**src/rtl/core/dttf_pkg.sv**
```systemverilog
// Package for the decimal text to fixed point unit.
// Parser phase type, ASCII codes and the status flag group. No dependencies.
`default_nettype none

package dttf_pkg;

    typedef enum logic [1:0] {
        PH_START,
        PH_INT,
        PH_FRAC,
        PH_STOP
    } phase_t;

    localparam logic [7:0] CH_NUL   = 8'h00;
    localparam logic [7:0] CH_MINUS = 8'h2D;
    localparam logic [7:0] CH_PLUS  = 8'h2B;
    localparam logic [7:0] CH_POINT = 8'h2E;
    localparam logic [7:0] CH_ZERO  = 8'h30;
    localparam logic [7:0] CH_NINE  = 8'h39;

    localparam int FRAC_CNT_W = 4;

    typedef struct packed {
        logic negative;
        logic clamped;
        logic stopped;
    } dttf_flags_t;

endpackage

`default_nettype wire

```
**src/rtl/core/dttf_parser.sv**
```systemverilog
// Parser state and per-character update, plus the clamped magnitude of the
// number parsed so far. Depends on dttf_pkg.
`default_nettype none

module dttf_parser #(
    parameter int MAX_FRAC_DIGITS = 8,
    parameter int INT_BITS        = 23,
    parameter int FRAC_BITS       = 24
) (
    input  wire logic                          clk,
    input  wire logic                          rst_n,
    input  wire logic                          step,
    input  wire logic [7:0]                    character,
    output logic [INT_BITS+FRAC_BITS-1:0]      mag,
    output dttf_pkg::dttf_flags_t              flags
);
    import dttf_pkg::*;

    localparam int MAG_W = INT_BITS + FRAC_BITS;

    localparam logic [FRAC_BITS-1:0] WEIGHT [8] = '{
        FRAC_BITS'(((64'd1 << FRAC_BITS) + 64'd5) / 64'd10),
        FRAC_BITS'(((64'd1 << FRAC_BITS) + 64'd50) / 64'd100),
        FRAC_BITS'(((64'd1 << FRAC_BITS) + 64'd500) / 64'd1000),
        FRAC_BITS'(((64'd1 << FRAC_BITS) + 64'd5000) / 64'd10000),
        FRAC_BITS'(((64'd1 << FRAC_BITS) + 64'd50000) / 64'd100000),
        FRAC_BITS'(((64'd1 << FRAC_BITS) + 64'd500000) / 64'd1000000),
        FRAC_BITS'(((64'd1 << FRAC_BITS) + 64'd5000000) / 64'd10000000),
        FRAC_BITS'(((64'd1 << FRAC_BITS) + 64'd50000000) / 64'd100000000)
    };

    phase_t                  phase_reg, phase_next;
    logic                    negative_reg, negative_next;
    logic [INT_BITS-1:0]     int_reg, int_next;
    logic [FRAC_BITS:0]      frac_reg, frac_next;
    logic [FRAC_CNT_W-1:0]   cnt_reg, cnt_next;
    logic                    clamp_reg, clamp_next;
    logic                    stop_reg, stop_next;

    logic                    is_digit;
    logic [3:0]              digit;
    logic [INT_BITS+3:0]     int_prod;
    logic                    int_over;
    logic [FRAC_BITS+4:0]    frac_term;
    logic [FRAC_BITS+4:0]    frac_sum;
    logic [INT_BITS:0]       int_total;

    assign is_digit  = (character >= CH_ZERO) && (character <= CH_NINE);
    assign digit     = 4'(character - CH_ZERO);
    assign int_prod  = (INT_BITS+4)'(int_reg) * (INT_BITS+4)'(10) + (INT_BITS+4)'(digit);
    assign int_over  = int_prod[INT_BITS+3:INT_BITS] != 4'd0;
    assign frac_term = (FRAC_BITS+5)'(digit) * (FRAC_BITS+5)'(WEIGHT[cnt_reg[2:0]]);
    assign frac_sum  = (FRAC_BITS+5)'(frac_reg) + frac_term;

    always_comb
    begin
        phase_next    = phase_reg;
        negative_next = negative_reg;
        int_next      = int_reg;
        frac_next     = frac_reg;
        cnt_next      = cnt_reg;
        clamp_next    = clamp_reg;
        stop_next     = stop_reg;
        if (step)
        begin
            if (character == CH_NUL)
            begin
                phase_next    = PH_START;
                negative_next = 1'b0;
                int_next      = '0;
                frac_next     = '0;
                cnt_next      = '0;
                clamp_next    = 1'b0;
                stop_next     = 1'b0;
            end
            else
            begin
                unique case (phase_reg)
                    PH_START, PH_INT:
                    begin
                        if (is_digit)
                        begin
                            phase_next = PH_INT;
                            if (int_over)
                            begin
                                int_next   = '1;
                                clamp_next = 1'b1;
                            end
                            else
                            begin
                                int_next = int_prod[INT_BITS-1:0];
                            end
                        end
                        else if (character == CH_POINT)
                        begin
                            phase_next = PH_FRAC;
                        end
                        else if (phase_reg == PH_START && character == CH_MINUS)
                        begin
                            phase_next    = PH_INT;
                            negative_next = 1'b1;
                        end
                        else if (phase_reg == PH_START && character == CH_PLUS)
                        begin
                            phase_next = PH_INT;
                        end
                        else
                        begin
                            phase_next = PH_STOP;
                            stop_next  = 1'b1;
                        end
                    end
                    PH_FRAC:
                    begin
                        if (is_digit)
                        begin
                            if (cnt_reg < FRAC_CNT_W'(MAX_FRAC_DIGITS))
                            begin
                                cnt_next  = cnt_reg + 1'b1;
                                frac_next = frac_sum[FRAC_BITS:0];
                            end
                        end
                        else
                        begin
                            phase_next = PH_STOP;
                            stop_next  = 1'b1;
                        end
                    end
                    PH_STOP:
                    begin
                    end
                endcase
            end
        end
    end

    always_ff @(posedge clk or negedge rst_n)
    begin
        if (!rst_n)
        begin
            phase_reg    <= PH_START;
            negative_reg <= 1'b0;
            int_reg      <= '0;
            frac_reg     <= '0;
            cnt_reg      <= '0;
            clamp_reg    <= 1'b0;
            stop_reg     <= 1'b0;
        end
        else
        begin
            phase_reg    <= phase_next;
            negative_reg <= negative_next;
            int_reg      <= int_next;
            frac_reg     <= frac_next;
            cnt_reg      <= cnt_next;
            clamp_reg    <= clamp_next;
            stop_reg     <= stop_next;
        end
    end

    // fraction carry goes into the integer part; overflow clamps to all ones
    assign int_total = (INT_BITS+1)'(int_reg) + (INT_BITS+1)'(frac_reg[FRAC_BITS]);
    assign mag = int_total[INT_BITS] ? {MAG_W{1'b1}}
                                     : {int_total[INT_BITS-1:0], frac_reg[FRAC_BITS-1:0]};

    assign flags.negative = negative_reg;
    assign flags.clamped  = clamp_reg;
    assign flags.stopped  = stop_reg;

endmodule

`default_nettype wire

```
**src/rtl/core/dttf_out_reg.sv**
```systemverilog
// Result register: applies the sign, truncates to 48 bits and holds the item
// until taken. Depends on dttf_pkg.
`default_nettype none

module dttf_out_reg #(
    parameter int MAG_W = 47
) (
    input  wire logic                   clk,
    input  wire logic                   rst_n,
    input  wire logic                   load,
    input  wire logic [MAG_W-1:0]       mag,
    input  wire dttf_pkg::dttf_flags_t  flags,
    input  wire logic                   out_ready,
    output logic                        free,
    output logic                        out_valid,
    output logic signed [47:0]          value,
    output logic                        saturated,
    output logic                        stopped_early
);
    import dttf_pkg::*;

    logic        valid_reg, valid_next;
    logic [47:0] value_reg;
    logic        sat_reg;
    logic        stop_reg;
    logic [63:0] mag_ext;
    logic [63:0] signed_val;

    assign mag_ext    = 64'(mag);
    assign signed_val = flags.negative ? (64'd0 - mag_ext) : mag_ext;

    assign free       = !valid_reg || out_ready;
    assign valid_next = load || (valid_reg && !out_ready);

    always_ff @(posedge clk or negedge rst_n)
    begin
        if (!rst_n)
        begin
            valid_reg <= 1'b0;
        end
        else
        begin
            valid_reg <= valid_next;
        end
    end

    always_ff @(posedge clk)
    begin
        if (load)
        begin
            value_reg <= signed_val[47:0];
            sat_reg   <= flags.clamped;
            stop_reg  <= flags.stopped;
        end
    end

    assign out_valid     = valid_reg;
    assign value         = value_reg;
    assign saturated     = sat_reg;
    assign stopped_early = stop_reg;

endmodule

`default_nettype wire

```
**src/rtl/core/decimal_text_to_fixed_point_unit.sv**
```systemverilog
// Top level of the decimal text to fixed point unit: input register, parser,
// result register. Depends on dttf_pkg, dttf_parser and dttf_out_reg.
//
// One ASCII character per item, one item per cycle. A character waits in the
// input register, then updates the parser state (a multiply by ten and add
// for the integer part, a digit times a constant weight for the fraction).
// A NUL character leaving the input register loads the result register, which
// then holds its result item; all other characters produce none. Only a NUL
// that finds the result register still occupied stalls the input. The result
// is signed fixed point with FRAC_BITS fraction bits in a 48-bit field.
`default_nettype none

module decimal_text_to_fixed_point_unit #(
    parameter int MAX_FRAC_DIGITS = 8,
    parameter int INT_BITS        = 23,
    parameter int FRAC_BITS       = 24
) (
    input  wire logic                clk,
    input  wire logic                rst_n,
    input  wire logic                in_valid,
    output logic                     in_ready,
    input  wire logic [7:0]          character,
    output logic                     out_valid,
    input  wire logic                out_ready,
    output logic signed [47:0]       value,
    output logic                     saturated,
    output logic                     stopped_early
);
    import dttf_pkg::*;

    localparam int MAG_W = INT_BITS + FRAC_BITS;

    logic                 s1_valid_reg, s1_valid_next;
    logic [7:0]           s1_char_reg;
    logic                 s1_is_nul;
    logic                 s1_go;
    logic                 out_free;
    logic [MAG_W-1:0]     mag;
    dttf_flags_t          flags;

    assign s1_is_nul     = s1_char_reg == CH_NUL;
    assign s1_go         = s1_valid_reg && (!s1_is_nul || out_free);
    assign in_ready      = !s1_valid_reg || s1_go;
    assign s1_valid_next = (in_valid && in_ready) || (s1_valid_reg && !s1_go);

    always_ff @(posedge clk or negedge rst_n)
    begin
        if (!rst_n)
        begin
            s1_valid_reg <= 1'b0;
        end
        else
        begin
            s1_valid_reg <= s1_valid_next;
        end
    end

    always_ff @(posedge clk)
    begin
        if (in_valid && in_ready)
        begin
            s1_char_reg <= character;
        end
    end

    dttf_parser #(
        .MAX_FRAC_DIGITS(MAX_FRAC_DIGITS),
        .INT_BITS(INT_BITS),
        .FRAC_BITS(FRAC_BITS)
    ) u_parser (
        .clk(clk),
        .rst_n(rst_n),
        .step(s1_go),
        .character(s1_char_reg),
        .mag(mag),
        .flags(flags)
    );

    dttf_out_reg #(
        .MAG_W(MAG_W)
    ) u_out (
        .clk(clk),
        .rst_n(rst_n),
        .load(s1_go && s1_is_nul),
        .mag(mag),
        .flags(flags),
        .out_ready(out_ready),
        .free(out_free),
        .out_valid(out_valid),
        .value(value),
        .saturated(saturated),
        .stopped_early(stopped_early)
    );

endmodule

`default_nettype wire

```
**config.mk**
```make
export PLATFORM = sky130hd
export DESIGN_NAME = decimal_text_to_fixed_point_unit
export DESIGN_NICKNAME = d
export VERILOG_FILES = /design/src/rtl/core/dttf_pkg.sv /design/src/rtl/core/dttf_parser.sv /design/src/rtl/core/dttf_out_reg.sv /design/src/rtl/core/decimal_text_to_fixed_point_unit.sv
export SDC_FILE = /design/constraint.sdc
export NUM_CORES = 1
export LEC_CHECK = 0
export BUFFER_PORTS_ARGS = -buffer_cell sky130_fd_sc_hd__clkbuf_2
export CORE_ASPECT_RATIO = 1.25
export CORE_MARGIN = 1.5
export CORE_UTILIZATION = 40
export CTS_CLUSTER_SIZE = 24
export DETAILED_ROUTE_END_ITERATION = 8
export PLACE_DENSITY = 0.53
export SLEW_MARGIN = 5
export SYNTH_ARGS = -nofsm -noshare
export SYNTH_HDL_FRONTEND = slang
export SYNTH_SLANG_ARGS = --single-unit
```
**constraint.sdc**
```tcl
create_clock -name clk -period 12.2 [get_ports clk]
set_input_delay 1.22 -clock clk [delete_from_list [all_inputs] [get_ports clk]]
set_output_delay 1.22 -clock clk [all_outputs]
set_load 0.02 [all_outputs]
```
After elaboration in Yosys (flattened, before gate mapping)
Memory sizes are Yosys's and may differ from the RTL's.
Cells that the tools add are included.
{"block": "word_totals", "register_bits": 117, "mem_bits_ro": 192, "in_bits": 12, "output_inout_bits": 52, "word_cells": 114, "mem_count": 1}
{"block": "classes", "add_sub_neg": 6, "n_mul": 2, "order_cmp": 4, "n_eq_ne": 12, "mux": 39, "bitwise_logic": 1, "reduce_logical": 35}
{"name": "(no name shown)", "depth": 8, "width": 24, "read_ports": 1, "rd_clocked_by_memory_dff": 0, "write_ports": 0, "line": "dttf_parser.sv:52", "text": "assign frac_term = (FRAC_BITS+5)'(digit) * (FRAC_BITS+5)'(WEIGHT[cnt_reg[2:0]]);"}
{"operator": "$mux W25", "n": 4}
{"operator": "$mux W47", "n": 2}
{"operator": "$mux W23", "n": 4}
{"operator": "$mux W24", "n": 2}
{"operator": "$sub A1 B47 Y48 const A", "n": 1}
{"operator": "$add A27 B4 Y27", "n": 1}
{"operator": "$mul A23 B3 Y26 const B", "n": 1}
{"operator": "$add A25 B25 Y25", "n": 1}
{"operator": "$mul A4 B24 Y25", "n": 1}
{"operator": "$add A23 B1 Y24", "n": 1}
{"operator": "$eq A8 B6 Y1 const B", "n": 3}
{"operator": "$mux W4", "n": 4}
{"operator": "$mux W1", "n": 15}
{"operator": "$ne A3 B3 Y1 const B", "n": 5}
{"operator": "$mux W2", "n": 6}
{"operator": "$reduce_bool A2 Y1", "n": 6}
{"operator": "$ge A8 B6 Y1 const B", "n": 1}
{"operator": "$le A8 B6 Y1 const B", "n": 1}
{"operator": "$logic_and A1 B1 Y1", "n": 8}
{"operator": "$logic_not A8 Y1", "n": 1}
{"operator": "$reduce_and A4 Y1", "n": 2}
{"operator": "$reduce_and A7 Y1", "n": 1}
{"operator": "$reduce_and A3 Y1", "n": 2}
{"operator": "$logic_not A1 Y1", "n": 5}
{"operator": "16 further kinds", "n": 21}

Longest topological paths before layout
{"block": "logic_depth", "depth_word": 10, "ltp_mapped": 21, "ltp_nobuf": 21}

Cells and area by module
Synthesis repeated with hierarchy kept, for this count alone.
{"block": "hier_totals", "cells_unflattened": 1225, "hier_area_um2": 11157.0}
{"module": "dttf_parser", "n_inst": 1, "cells_per_inst": 1012, "area_per_inst_um2": 8221.6, "seq_area_each_um2": 1426.4}
{"module": "dttf_out_reg", "n_inst": 1, "cells_per_inst": 193, "area_per_inst_um2": 2592.5, "seq_area_each_um2": 1526.5}
{"module": "decimal_text_to_fixed_point_unit", "n_inst": 1, "cells_per_inst": 20, "area_per_inst_um2": 342.8, "seq_area_each_um2": 265.3}

Worst setup path before layout
No wires, ideal clock.
{"block": "synth_timing", "kind": "register to register", "start": "reg u_parser.cnt_reg[1]", "end": "reg u_parser.frac_reg[23]", "setup_time_ns": 0.095, "arrival_ns": 4.709, "required_ns": 12.105, "slack_ns": 7.396, "path_stages_with_launch": 20, "path_buffers": 0, "period_less_slack_ns": 4.804, "cell_sequence": "dfrtp_1 -> inv_1 -> ha_1 -> nand2_1 -> a21boi_0 -> nand2b_1 -> fa_1 -> fa_1 -> fa_1 -> inv_1 -> ha_1 -> nor2b_1 -> o21a_1 -> o21ai_0 -> a2111oi_0 -> o21ai_0 -> a31oi_1 -> o211a_1 -> o21a_1 -> o31ai_1"}
{"block": "synth_via", "elab_chain_cells": 10, "word_cells_on_any_way": 13, "cone_classes": "add/sub: 1; mul: 1; order compare: 1; mux: 6; bitwise: 1; reduce/logical: 2; memory: 1"}
{"element": "start, declared", "line": "dttf_parser.sv:36", "text": "logic [FRAC_CNT_W-1:0] cnt_reg, cnt_next;"}
{"element": "start signal, assigned", "line": "dttf_parser.sv:155", "text": "cnt_reg <= cnt_next;"}
{"element": "$not A3 Y4 (implied by the code)", "line": "dttf_parser.sv:52"}
{"element": "$mem_v2 Z8 W24"}
{"element": "$mux W24 (implied by the code) (2 in a row)", "line": "dttf_parser.sv:52"}
{"element": "$mul A4 B24 Y25", "line": "dttf_parser.sv:52"}
{"element": "$add A25 B25 Y25", "line": "dttf_parser.sv:53", "text": "assign frac_sum = (FRAC_BITS+5)'(frac_reg) + frac_term;"}
{"element": "$mux W25", "line": "dttf_parser.sv:117", "text": "if (cnt_reg < FRAC_CNT_W'(MAX_FRAC_DIGITS))"}
{"element": "$mux W25", "line": "dttf_parser.sv:115", "text": "if (is_digit)"}
{"element": "$mux W25", "line": "dttf_parser.sv:78", "text": "unique case (phase_reg)"}
{"element": "$mux W25", "line": "dttf_parser.sv:66", "text": "if (character == CH_NUL)"}
{"element": "end signal, assigned", "line": "dttf_parser.sv:154", "text": "frac_reg <= frac_next;"}
{"element": "end, declared", "line": "dttf_parser.sv:35", "text": "logic [FRAC_BITS:0] frac_reg, frac_next;"}
Several ways; a longest one is shown, not always the timed one. The select of a mux whose other input is x is not followed.
A chain may end at the register's enable or synchronous reset.

Worst setup path after layout
Ends and elaborated chain as after synthesis.

==> metrics.cfg <==
[floorplanning]
die_x_microns=155
rows=69
die-area_sq_um=29900
die_y_microns=193
ioPinCount=64
start_util_pct=40.6
core_sq_um=28400

[timing]
tns_ps=0
max_slew_margin_pct=24.5
slew_viol_final=0
post-route-period-util_pct=48.4
tightest_slew_ps=1130
hold_viol_final=0
worst_slack_ps=6290
finClkSkew_ps=10.7
rsz0062_at_grt=false
setup_viol=0
fmax_mhz=169
fin_crit_ps=5910
hold_slack_ps=456

[synthesis]
synth_area_leaders=edfxtp_1 (15%), dfrtp_1 (13%), ha_1 (10%)
synth.yosys.seq_area_share_pct=27.9
synth-edff-count=58
ys_ff_latch=117
synth_nets=1445
syn_inst=1286
synth_cell_types=94
syn-cell-area_sq_um=11500
async_flop_share_pct=50.4
yosys_warnings=0
synthFlopType=dfrtp_1
yosysTopAreaCellShare_pct=15.1
postSynthAreaPerCell_sq_um=8.98
synth_largest_area_cell=edfxtp_1

[clocking]
cts.reportedPaths.clkPinSlew_ps=60
post_cts_buffers=0
clockBufferDepth=2
cts_resized=0
cts_root_buf=clkbuf_16
htreeDepth=4
cts_tree=yes
cts_sinks=117
numCtsBuffers=17
clk_latency_ps=430
hold_buffers=0

[pwr]
p_sw_mw=0.972
p_int_mw=1.23
p_sw_share_pct=44.2
power.leakage_nw=5.72
power.total_mw=2.20
pwr-share-comb_pct=52.4
p_per_area_nw_per_um2=174
pwr-share-clk_pct=22.7
vdd.ir_drop.worst_v=0.000102
p_seq_share_pct=24.9

[route]
ant_nets=0
wire_per_inst_microns=17.9
dr.pass1.iters=5
viasPerCell=5.51
routed_wl_microns=30100
vias=9303
drtIter0Drc=406
drc=0

[outcome]
status=completed

[hold_path]
hold_class=reg2reg

[place]
dp_cells=1655
gp_congestion=0.918
portBuffers=63
placed_area_sq_um=12100
dp_hpwl_microns=23300
pre_cts_slack_ps=6400

[global_route]
grt_pass1_wl_microns=47800
grt_max_degree=60
grt_pass1_vias=9032
antenna_found_initial=0
grt.total_usage_pct=20.7
gr-total-overflow=0

[cells_and_area]
diodes=0
stdcell_count=1687
area_delta_synth_final_pct=9.79
drive_gt1_share_pct=12.5
layout_commonest_cell=inv_1
final_area_sq_um=12700
finalNetCount=1478
final_cell_mix=inv_1 (141), ha_1 (93), a21oi_1 (86)
fin_util_pct=44.6
nFillCells=2791
largest_register_ff_count=48

[setup_path]
crit_chain=inv_1, ha_1, nand2_1, a21boi_0, nand2b_1, fa_1, fa_1, fa_1, inv_1, ha_1, nor2b_1, o21a_1, o21ai_0, a2111oi_0, o21ai_0, a31oi_1, o211a_1, nor3_1, o31ai_1
cp-end-kind=flip-flop
critPathRequiredTime_ps=12530
worstPathMaxFanout=7
cp.arrival_ps=6240
cp.buffers_inverters=2
max_stage_delay_ps=790
startpoint_type=flip-flop
path_delay_family=compound AO/OA/AOI/OAI gates
crit_path_top_delay_cell=a2111oi_0
cp_common_cell=fa_1
worst-setup-path-type=reg2reg

[job]
maxCapViolCount=0

-- metal layers --
metal | wire length [microns] | global-route usage, % | up-vias
li1 | - | - | 4620
met1 | 12300 | 23.3 | 4467
met2 | 16200 | 39.5 | 164
met3 | 684 | 2.37 | 52
met4 | 985 | 8.80 | 0
met5 | 0 | 0 | -
-- Yosys cell counts, types with 41 or more instances --
| cell | count |
|---|---|
| a21oi_1 | 86 |
| dfrtp_1 | 59 |
| edfxtp_1 | 58 |
| fa_1 | 54 |
| ha_1 | 93 |
| inv_1 | 141 |
| nand2_1 | 77 |
| nand3_1 | 49 |
| nor2_1 | 82 |
| nor3_1 | 41 |
| o21ai_0 | 77 |
| xor2_1 | 50 |
-- power groups by stage --
stage / clock [mW] / sequential [mW] / combinational [mW]
after floorplan: 0 / 0.517 / 0.906
after global placement: 0 / 0.552 / 1.15
after detailed placement: 0 / 0.553 / 1.16
after CTS: 0.511 / 0.546 / 1.16
after global routing: 0.525 / 0.554 / 1.32
final: 0.500 / 0.547 / 1.15
-- area by class of cell --
type                       instances  area [sq um]  area share (%)
multi-input combinational        969          7530            59.4
sequential                       117          3220            25.4
inverter                         143           537            4.23
tap                              355           444            3.50
clock buffer                      20           437            3.45
timing repair buffer              71           375            2.96
clock inverter                    12           131            1.04
-- logic make-up (layout without fill, tap and decap cells) --
group           Yosys count  count (layout)  share of synthesized area, %
compound gates          320             320                          18.9
xor+xnor                 83              83                          6.30
fa+ha+maj               147             147                          19.4
buf+inv                 200             246                          7.07
flops                   117             117                          27.9
mux                      13              13                          1.17
simple gates            406             406                          19.3
-- path summary, 6_finish.rpt --
check	start	endpoint	slack, ps	cells after the start
worst max-delay path	u_parser.cnt_reg[1]$_DFFE_PN0P_	u_parser.frac_reg[23]$_DFFE_PN0P_	6290	19
worst min-delay path	u_parser.stop_reg$_DFFE_PN0P_	u_out.stopped_early$_DFFE_PP_	460	0
worst max register to register	u_parser.cnt_reg[1]$_DFFE_PN0P_	u_parser.frac_reg[23]$_DFFE_PN0P_	6290	19
worst min register to register	u_parser.stop_reg$_DFFE_PN0P_	u_out.stopped_early$_DFFE_PP_	460	0
max in group asynchronous	rst_n	u_parser.cnt_reg[2]$_DFFE_PN0P_	10660	2
min in group asynchronous	rst_n	u_parser.frac_reg[13]$_DFFE_PN0P_	970	2
(Power assumes the default switching activity.)
